<file path="config.mk">
export PLATFORM = sky130hd
export DESIGN_NAME = cpu8_alu_with_flags
export DESIGN_NICKNAME = d
export VERILOG_FILES = /design/src/rtl/c8alu_pkg.sv /design/src/rtl/cpu8_alu_with_flags.sv
export SDC_FILE = /design/constraint.sdc
export NUM_CORES = 1
export LEC_CHECK = 0
export BUFFER_PORTS_ARGS = -buffer_cell sky130_fd_sc_hd__buf_2
export CAP_MARGIN = 20
export CORE_UTILIZATION = 38
export CTS_BUF_LIST = sky130_fd_sc_hd__clkbuf_4 sky130_fd_sc_hd__clkbuf_8 sky130_fd_sc_hd__clkbuf_16
export DETAILED_ROUTE_END_ITERATION = 7
export GPL_ROUTABILITY_DRIVEN = 0
export HOLD_SLACK_MARGIN = 0.06
export PLACE_DENSITY = 0.64
export SLEW_MARGIN = 20
export SYNTH_ARGS = -nofsm -noshare
export SYNTH_HDL_FRONTEND = slang
export SYNTH_SLANG_ARGS = --single-unit
</file>
<file path="constraint.sdc">
create_clock -name clk -period 3.6 [get_ports clk]
set_input_delay 0.36 -clock clk [delete_from_list [all_inputs] [get_ports clk]]
set_output_delay 0.36 -clock clk [all_outputs]
set_load 0.01 [all_outputs]
</file>
<file path="src/rtl/c8alu_pkg.sv">
`timescale 1ns / 1ps
`default_nettype none
// ----------------------------------------------------------------------------
// c8alu_pkg: shared types for the 8-bit processor ALU
// Operation codes, the registered operation beat and the result beat.
// ----------------------------------------------------------------------------
package c8alu_pkg;

  typedef enum logic [3:0] {
    OP_ADD   = 4'd0,
    OP_ADC   = 4'd1,
    OP_SUB   = 4'd2,
    OP_SBC   = 4'd3,
    OP_INC8  = 4'd4,
    OP_DEC8  = 4'd5,
    OP_DAA   = 4'd6,
    OP_ADD16 = 4'd7,
    OP_INC16 = 4'd8,
    OP_DEC16 = 4'd9
  } opcode_t;

  typedef struct packed {
    logic z;
    logic n;
    logic h;
    logic c;
  } flags_t;

  typedef struct packed {
    opcode_t     op;
    logic [7:0]  acc;
    logic [7:0]  operand;
    logic [15:0] wide_a;
    logic [15:0] wide_b;
    flags_t      flags;
  } op_beat_t;

  typedef struct packed {
    logic [7:0]  result8;
    logic [15:0] result16;
    flags_t      flags;
  } res_beat_t;

  localparam logic [7:0] DAA_HI_LIMIT = 8'h99;
  localparam logic [7:0] DAA_HI_ADJ   = 8'h60;
  localparam logic [7:0] DAA_LO_ADJ   = 8'h06;
  localparam logic [3:0] BCD_MAX      = 4'h9;

endpackage : c8alu_pkg
`default_nettype wire

</file>
<file path="src/rtl/cpu8_alu_with_flags.sv">
`timescale 1ns / 1ps
`default_nettype none
// ----------------------------------------------------------------------------
// cpu8_alu_with_flags: 8-bit processor ALU with Z, N, H and C flags
// Input register, one pass of flag and result logic, result register.
// ----------------------------------------------------------------------------
// Takes one operation beat per clock while the output side is not stalled,
// and returns one result beat for each, from the result register. The input
// register and the result register form a two-stage pipeline; a stalled
// result holds in the result register while a further beat waits in the
// input register. Opcodes 10 to 15 return zero results and pass the flags.
module cpu8_alu_with_flags
  import c8alu_pkg::*;
(
  input  wire logic        clk,
  input  wire logic        rst_n,
  input  wire logic        in_valid,
  output logic             in_ready,
  input  wire logic [3:0]  in_opcode,
  input  wire logic [7:0]  in_acc,
  input  wire logic [7:0]  in_operand,
  input  wire logic [15:0] in_wide_a,
  input  wire logic [15:0] in_wide_b,
  input  wire logic        in_zero_in,
  input  wire logic        in_sub_in,
  input  wire logic        in_half_in,
  input  wire logic        in_carry_in,
  output logic             out_valid,
  input  wire logic        out_ready,
  output logic [7:0]       out_result8,
  output logic [15:0]      out_result16,
  output logic             out_zero_out,
  output logic             out_sub_out,
  output logic             out_half_out,
  output logic             out_carry_out
);

  logic      s1_valid_r;
  op_beat_t  s1_beat_r;
  logic      out_valid_r;
  res_beat_t res_r;
  res_beat_t res_nxt;
  logic      s1_adv;

  assign s1_adv   = s1_valid_r && (!out_valid_r || out_ready);
  assign in_ready = !s1_valid_r || s1_adv;

  always_ff @(posedge clk) begin
    if (!rst_n) begin
      s1_valid_r  <= 1'b0;
      out_valid_r <= 1'b0;
    end else begin
      if (in_ready) begin
        s1_valid_r <= in_valid;
      end
      if (s1_adv) begin
        out_valid_r <= 1'b1;
      end else if (out_ready) begin
        out_valid_r <= 1'b0;
      end
    end
  end

  always_ff @(posedge clk) begin
    if (in_valid && in_ready) begin
      s1_beat_r.op      <= opcode_t'(in_opcode);
      s1_beat_r.acc     <= in_acc;
      s1_beat_r.operand <= in_operand;
      s1_beat_r.wide_a  <= in_wide_a;
      s1_beat_r.wide_b  <= in_wide_b;
      s1_beat_r.flags   <= '{z: in_zero_in, n: in_sub_in, h: in_half_in, c: in_carry_in};
    end
    if (s1_adv) begin
      res_r <= res_nxt;
    end
  end

  // datapath
  logic        cin;
  logic [8:0]  sum9;
  logic [4:0]  sum5;
  logic [8:0]  dif9;
  logic [4:0]  dif5;
  logic [16:0] sum17;
  logic [12:0] sum13;
  logic        daa_hi;
  logic        daa_lo;
  logic [7:0]  daa_add;
  logic [7:0]  daa_sub;

  always_comb begin
    cin   = (s1_beat_r.op == OP_ADC || s1_beat_r.op == OP_SBC) ? s1_beat_r.flags.c : 1'b0;
    sum9  = {1'b0, s1_beat_r.acc} + {1'b0, s1_beat_r.operand} + {8'd0, cin};
    sum5  = {1'b0, s1_beat_r.acc[3:0]} + {1'b0, s1_beat_r.operand[3:0]} + {4'd0, cin};
    dif9  = {1'b0, s1_beat_r.acc} - {1'b0, s1_beat_r.operand} - {8'd0, cin};
    dif5  = {1'b0, s1_beat_r.acc[3:0]} - {1'b0, s1_beat_r.operand[3:0]} - {4'd0, cin};
    sum17 = {1'b0, s1_beat_r.wide_a} + {1'b0, s1_beat_r.wide_b};
    sum13 = {1'b0, s1_beat_r.wide_a[11:0]} + {1'b0, s1_beat_r.wide_b[11:0]};
    daa_hi  = s1_beat_r.flags.c || (s1_beat_r.acc > DAA_HI_LIMIT);
    daa_lo  = s1_beat_r.flags.h || (s1_beat_r.acc[3:0] > BCD_MAX);
    daa_add = s1_beat_r.acc + (daa_hi ? DAA_HI_ADJ : 8'd0) + (daa_lo ? DAA_LO_ADJ : 8'd0);
    daa_sub = s1_beat_r.acc - (s1_beat_r.flags.c ? DAA_HI_ADJ : 8'd0)
                            - (s1_beat_r.flags.h ? DAA_LO_ADJ : 8'd0);

    res_nxt          = '0;
    res_nxt.flags    = s1_beat_r.flags;
    case (s1_beat_r.op)
      OP_ADD, OP_ADC: begin
        res_nxt.result8 = sum9[7:0];
        res_nxt.flags.n = 1'b0;
        res_nxt.flags.h = sum5[4];
        res_nxt.flags.c = sum9[8];
      end
      OP_SUB, OP_SBC: begin
        res_nxt.result8 = dif9[7:0];
        res_nxt.flags.n = 1'b1;
        res_nxt.flags.h = dif5[4];
        res_nxt.flags.c = dif9[8];
      end
      OP_INC8: begin
        res_nxt.result8 = s1_beat_r.acc + 8'd1;
        res_nxt.flags.n = 1'b0;
        res_nxt.flags.h = (s1_beat_r.acc[3:0] == 4'hF);
      end
      OP_DEC8: begin
        res_nxt.result8 = s1_beat_r.acc - 8'd1;
        res_nxt.flags.n = 1'b1;
        res_nxt.flags.h = (s1_beat_r.acc[3:0] == 4'h0);
      end
      OP_DAA: begin
        res_nxt.flags.h = 1'b0;
        if (!s1_beat_r.flags.n) begin
          res_nxt.result8 = daa_add;
          res_nxt.flags.c = daa_hi;
        end else begin
          res_nxt.result8 = daa_sub;
        end
      end
      OP_ADD16: begin
        res_nxt.result16 = sum17[15:0];
        res_nxt.flags.n  = 1'b0;
        res_nxt.flags.h  = sum13[12];
        res_nxt.flags.c  = sum17[16];
      end
      OP_INC16: res_nxt.result16 = s1_beat_r.wide_a + 16'd1;
      OP_DEC16: res_nxt.result16 = s1_beat_r.wide_a - 16'd1;
      default: ;
    endcase
    if (s1_beat_r.op inside {OP_ADD, OP_ADC, OP_SUB, OP_SBC, OP_INC8, OP_DEC8, OP_DAA}) begin
      res_nxt.flags.z = (res_nxt.result8 == 8'd0);
    end
  end

  assign out_valid     = out_valid_r;
  assign out_result8   = res_r.result8;
  assign out_result16  = res_r.result16;
  assign out_zero_out  = res_r.flags.z;
  assign out_sub_out   = res_r.flags.n;
  assign out_half_out  = res_r.flags.h;
  assign out_carry_out = res_r.flags.c;

  a_adv_fills_out: assert property (@(posedge clk) disable iff (!rst_n)
    s1_adv |=> out_valid_r)
    else $error("advanced beat did not reach result register");

  a_wide_step_keeps_flags: assert property (@(posedge clk) disable iff (!rst_n)
    s1_adv && (s1_beat_r.op == OP_INC16 || s1_beat_r.op == OP_DEC16)
    |=> res_r.flags == $past(s1_beat_r.flags) && res_r.result8 == 8'd0)
    else $error("16-bit step altered flags");

  a_sub_sets_n: assert property (@(posedge clk) disable iff (!rst_n)
    s1_adv && (s1_beat_r.op == OP_SUB || s1_beat_r.op == OP_SBC ||
               s1_beat_r.op == OP_DEC8) |=> res_r.flags.n)
    else $error("subtract did not set N");

  a_no_accept_when_full: assert property (@(posedge clk) disable iff (!rst_n)
    s1_valid_r && out_valid_r && !out_ready |-> !in_ready)
    else $error("input taken while pipeline full");

endmodule : cpu8_alu_with_flags
`default_nettype wire

</file>
==> results of run 1 <==
-- routing by layer --
layer,vias to the layer above,share of wire (%)
li1,2241,-
met1,2171,47
met2,168,45
met3,28,6.1
met4,0,2.6
met5,-,0
-- worst max-delay path, stage by stage, from the launching register on --
cell and delay [ns]:
edfxtp_1 0.46, nor2_4 0.15, nand3_1 0.16, fa_2 0.39, fa_1 0.40, nand2b_1 0.21
a21oi_1 0.28, xnor2_1 0.16, nor2_1 0.06, a2111oi_1 0.38, a221o_1 0.22, nand4bb_1 0.17
o41ai_2 0.07
-- sequential cells by signal (all words and copies together) (netlist names) --
register and cells:
out_half_out 1, s1_valid_r 1, out_carry_out 1, out_result8 8, out_valid 1, out_sub_out 1, s1_beat_r 56, out_zero_out 1
out_result16 16
-- cell usage in the layout, fill, tap and decap left out, types with 3 or more instances in the layout --
cell type	n
a211o_1	3
a211oi_1	7
a21o_1	18
a21oi_1	40
a221o_1	3
a31oi_1	8
buf_2	89
buf_4	19
clkbuf_16	9
edfxtp_1	84
fa_1	7
ha_1	73
inv_1	38
inv_2	3
mux2i_1	3
nand2_1	26
nand2b_1	5
nand3_1	4
nand3b_1	3
nor2_1	26
nor2b_1	5
nor3_1	10
nor4_1	3
o21a_1	3
o21ai_0	15
o21ai_1	9
o21bai_1	8
o22ai_1	17
o31ai_1	3
xnor2_1	42
xor2_1	14
-- metrics by stage --
step                      power, mW  util (%)  setup TNS (ns)
after floorplan                1.68         -               0
after global placement         1.84      44.3               0
final                          2.74      46.4               0
after global routing           2.89      46.4               0
after detailed placement       1.86      44.3         -0.0118
after CTS                      2.76      46.2               0
-- area by class of cell --
type                            instances  area, um2  area share [%]
Tap cell                              211        264            3.73
Inverter                               41        154            2.17
Clock inverter                          6       46.3           0.653
Clock buffer                           10        233            3.28
Multi-Input combinational cell        404       3240            45.7
Sequential cell                        86       2560            36.2
Timing Repair Buffer                  108        588            8.30
-- cell families (layout without fill, tap and decap cells) --
group           after synthesis  in the layout  synth area share (%)
mux                           4              4                 0.692
simple gates                103            103                  8.89
buf+inv                      50            165                  3.21
xor+xnor                     56             56                  8.22
flops                        86             86                  42.9
fa+ha+maj                    81             81                  18.0
compound gates              160            160                  18.1
-- worst paths after layout --
path	cells past startpoint	slack [ns]	start	endpoint
max	12	0.23	s1_beat_r[54]$_DFFE_PP_	out_zero_out$_DFFE_PP_
min	1	0.17	in_carry_in	s1_beat_r[0]$_DFFE_PP_
max reg2reg	12	0.23	s1_beat_r[54]$_DFFE_PP_	out_zero_out$_DFFE_PP_
min reg2reg	1	0.53	s1_valid_r$_SDFFE_PN0N_	out_valid$_SDFFE_PN0P_
-- timing repair --
action | 4_1_cts | 5_1_grt
setup endpoints to repair | 2 | 3
setup buffers | 0 | 3
gates resized for setup | 1 | 8
hold buffers | 0 | 0
-- where the power goes --
part	internal (mW)	switching, mW
sequential	1.17	0.0402
combinational	0.286	0.358
clock	0.480	0.404
total	1.94	0.802
==> out/metrics.yaml, run 1 <==
placed_design:
  placedCellCount: 847
  placed_cell_area_um2: 6760
  dp_slack_ns: -0.0118
  portBuffers: 89
  dp_hpwl_um: 11000
timing:
  fin_ws_ns: 0.235
  finClkSkew_ns: 0.00983
  setup_viol: 0
  fin_crit_ns: 3.37
  worstMarginPinSlew_ns: 0.776
  hold_viol: 0
  fin_crit_sh_pct: 93.5
  slew_violations: 0
  whs_ns: 0.175
  rsz0062_at_grt: "false"
  clock.fmax_ghz: 0.297
  maxSlewHeadroom_pct: 47.8
yosys:
  synth-seq-cells: 86
  synthArstFlopShare_pct: 0
  yosysWarnings: 0
  synth.top_cells.by_area: "edfxtp_1, ha_1, xnor2_1, a21oi_1, fa_1"
  synth_top_area_share_pct: 42.3
  syn_nets: 681
  yosysTopAreaCell: "edfxtp_1"
  ys_types: 66
  synthFlopType: "edfxtp_1"
  synth_area_um2: 5970
  syn_area_per_cell_um2: 11.0
  synth_edf_count: 84
  syn_inst: 540
  yosys-top-cells-count: "edfxtp_1, ha_1, xnor2_1"
  synth_most_common_cell: "edfxtp_1"
  yosysSeqAreaShare_pct: 42.9
layout:
  fin_nets: 791
  drive_gt1_share_pct: 23.1
  fin_cells: 866
  diodes: 0
  n_fill_cell: 1435
  final_area_um2: 7090
  syn_to_final_growth_pct: 18.8
clock_network:
  cts.sinks: 86
  clockBufferDepth: 2
  htree_levels: 3
  clkTransAtPathRegs_ns: 0.07
  cts_root_buf: "clkbuf_16"
  cts_tree: "done"
  cts_inserted_buffers: 9
  clock_latency_ns: 0.35
global_routing:
  grt_overflow: 0
  use_met1_pct: 24.9
  grt_pass1_vias: 4578
  grtUsageMet2_pct: 29.3
  grt_max_degree: 33
  busiest_layer: "met2"
  grt_pass1_wl_um: 23200
  gr-usage-all-layers_pct: 18.6
  met3_usage_pct: 2.89
  antenna_found_initial: 0
pwr:
  p_per_area_nw_per_um2: 387
  ir_drop_v: 0.000220
  power.leakage_nw: 3.00
worst_setup_path:
  cp-end-kind: "register"
  crit_arrival_ns: 3.46
  path_class: "register to register"
  crit_required_ns: 3.70
  path_max_fanout: 4
  start_kind: "register"
detailed_routing:
  finalWirelength_um: 14300
  drt_iter0_drc: 313
  via_count: 4608
  vias_per_cell: 5.32
  drc: 0
  drtPass1Iterations: 5
  wire_per_inst_um: 16.5
  postRouteAntennaNets: 0
floorplan:
  core_um2: 15300
  die_h_um: 127
  die_w_um: 127
  start_util_pct: 39.1
  io_pins: 90
  design.die.area_um2: 16200
  row_count: 45
run:
  cap_violations: 0
run_status:
  outcome: "finished clean"
min_path:
  hold_class: "input pin to register"
Note: power is estimated with default switching activity, not from simulation.
==> inputs of run 2 (changes only) <==
--- a/config.mk
+++ b/config.mk
@@ -7,3 +7,3 @@
 export LEC_CHECK = 0
-export BUFFER_PORTS_ARGS = -buffer_cell sky130_fd_sc_hd__buf_2
+export BUFFER_PORTS_ARGS = -buffer_cell sky130_fd_sc_hd__clkbuf_2
 export CAP_MARGIN = 20
==> constraint.sdc (replaced) <==
create_clock -name clk -period 3.6 [get_ports clk]
set_input_delay 0.18 -clock clk [delete_from_list [all_inputs] [get_ports clk]]
set_output_delay 0.18 -clock clk [all_outputs]
set_load 0.01 [all_outputs]
==> run 2 against run 1 <==
Against the previous run:
- global-route usage increased by 0.55 points
- non-clock buffer count increased by 54
- count of clock-buffer cells in the layout decreased by 1
- total power increased by 5.7%
- sequential share of layout area decreased by 2.7 points
==> out/metrics.yaml, run 2 (synthesis results as in run 1) <==
layout:
  drive_gt1_share_pct: 20.5  # was 23.1%
  multi_input_area_um2: 3230  # was 3240 um2
  final_area_um2: 7660  # was 7090 um2
  finish.utilization_pct: 50.2  # was 46.4%
  top_register: "s1_beat_r"  # unchanged
  layout_commonest_cell: "clkbuf_2"  # was buf_2
  syn_to_final_growth_pct: 28.4  # was 18.8%
  diodes: 0  # unchanged
  final_cell_mix: "clkbuf_2, edfxtp_1, ha_1"  # was buf_2, edfxtp_1, ha_1
  fin_nets: 845  # was 791
  n_fill_cell: 1392  # was 1435
  largest_register_ffs: 56  # unchanged
  seq_area_um2: 2560  # unchanged
clock_network:
  cts.sinks: 86  # unchanged
  cts_root_buf: "clkbuf_16"  # unchanged
  clkTransAtPathRegs_ns: 0.07  # about the same
  postCtsSetupRepairBufs: 0  # unchanged
  clock_latency_ns: 0.35  # about the same
  htree_levels: 3  # unchanged
  clockBufferDepth: 2  # unchanged
  cts_tree: "done"  # unchanged
  cts_inserted_buffers: 9  # unchanged
floorplan:
  die_h_um: 127  # unchanged
  die_w_um: 127  # unchanged
  core_um2: 15300  # unchanged
  design.die.area_um2: 16200  # unchanged
  io_pins: 90  # unchanged
  start_util_pct: 39.1  # unchanged
  row_count: 45  # unchanged
worst_setup_path:
  start_kind: "register"  # unchanged
  cp_slowest_cell: "edfxtp_1"  # unchanged
  crit_chain: "nor2_2 > nand3_1 > fa_1 > fa_1 > nand2b_1 > a21oi_1 > xnor2_1 > nor2_1 > a2111oi_0 > a221o_1 > nand4bb_1 > o41ai_2"  # was nor2_4 > nand3_1 > fa_2 > fa_1 > nand2b_1 > a21oi_1 > xnor2_1 > nor2_1 > a2111oi_1 > a221o_1 > nand4bb_1 > o41ai_2
  crit_required_ns: 3.70  # about the same
  path_delay_family: "compound AO/OA/AOI/OAI gates"  # unchanged
  path_buf_inv: 0  # unchanged
  path_max_fanout: 5  # was 4
  crit_path_max_incr_delay_ns: 0.45  # was 0.46 ns
  path_class: "register to register"  # unchanged
  cp-end-kind: "register"  # unchanged
  cp_common_cell: "fa_1"
  crit_arrival_ns: 3.52  # was 3.46 ns
detailed_routing:
  drtPass1Iterations: 5  # unchanged
  drc: 0  # unchanged
  vias_per_cell: 5.21  # was 5.32
  drt_iter0_drc: 410  # was 313
  finalWirelength_um: 14800  # was 14300 um
  via_count: 4794  # was 4608
  postRouteAntennaNets: 0  # unchanged
  wire_per_inst_um: 16.1  # was 16.5 um
placed_design:
  placed_cell_area_um2: 6760  # unchanged
  dp_hpwl_um: 11200  # was 11000 um
  portBuffers: 89  # unchanged
  dp_slack_ns: 0.135  # was -0.0118 ns
run_status:
  outcome: "finished clean"  # unchanged
min_path:
  hold_class: "input pin to register"  # unchanged
pwr:
  total_power_mw: 2.90  # was 2.74 mW
  p_per_area_nw_per_um2: 378  # was 387 nW/um2
  ir_drop_v: 0.000248  # was 0.000220 V
  power.leakage_nw: 3.27  # was 3.00 nW
global_routing:
  grt_overflow: 0  # unchanged
  grt_max_degree: 29  # was 33
  antenna_found_initial: 0  # unchanged
  grt_pass1_wl_um: 23900  # was 23200 um
  grt_pass1_vias: 4974  # was 4578
  gr-usage-all-layers_pct: 19.1  # was 18.6%
timing:
  fin_crit_ns: 3.43  # was 3.37 ns
  hold_viol: 0  # unchanged
  setup_viol: 0  # unchanged
  fin_crit_sh_pct: 95.1  # was 93.5%
  fin_ws_ns: 0.175  # was 0.235 ns
  clock.fmax_ghz: 0.292  # was 0.297 GHz
  finClkSkew_ns: 0.0135  # was 0.00983 ns
  maxSlewHeadroom_pct: 41.3  # was 47.8%
  worstMarginPinSlew_ns: 0.872  # was 0.776 ns
  slew_violations: 0  # unchanged
run:
  cap_violations: 0  # unchanged
## run 2: timing repair
action / in CTS / in global routing
endpoints found under the hold margin: 58 / 0
setup endpoints to repair: 0 / 3
resized for setup: 0 / 6
hold buffers: 57 / 0
## run 2: final timing paths
kind,from,endpoint,slack [ns],cells past startpoint
worst min-delay path,in_valid,s1_valid_r$_SDFFE_PN0N_,0.08,3
worst min register to register,s1_valid_r$_SDFFE_PN0N_,out_valid$_SDFFE_PN0P_,0.52,1
worst max-delay path,s1_beat_r[54]$_DFFE_PP_,out_zero_out$_DFFE_PP_,0.17,12
worst max register to register,s1_beat_r[54]$_DFFE_PP_,out_zero_out$_DFFE_PP_,0.17,12
## run 2: layer usage
layer  part of all wire, %  vias to the layer above  track usage [%]
met2                    47                      165             32.3
met4                   2.3                        0             7.07
met3                   5.3                       28             3.02
met5                     0                        -                0
li1                      -                     2338                -
met1                    45                     2263             24.7
## run 2: stage by stage
step | hold WS, ns | TNS (ns) | std cells
6_report | 0.0844 | 0 | 920
5_1_grt | 0.108 | -0.0211 | 920
4_1_cts | 0.0790 | 0 | 920
3_5_place_dp | 0.359 | 0 | 847
3_3_place_gp | 0.358 | 0 | 847
2_1_floorplan | 0.279 | 0 | 540
## run 2: final cells by class
type	instances	share of cell area, %
multi-input combinational	404	42.2
sequential	86	33.4
timing repair buffer	162	14.8
tap	211	3.45
clock buffer	9	2.94
inverter	41	2.01
clock inverter	7	1.16
## run 2: where the power goes
group | internal [mW] | switching, mW | leakage [nW]
registers | 1.17 | 0.0423 | 0.825
clock network | 0.603 | 0.387 | 0.150
logic | 0.323 | 0.368 | 2.29
total | 2.10 | 0.797 | 3.27
## run 2: tightest hold or removal path, delay by kind of cell
kind,cells,cell delay (ns)
AOI/OAI and AO/OA,1,0.04
buffers and inverters,1,0.09
and+or+nand+nor,1,0.09
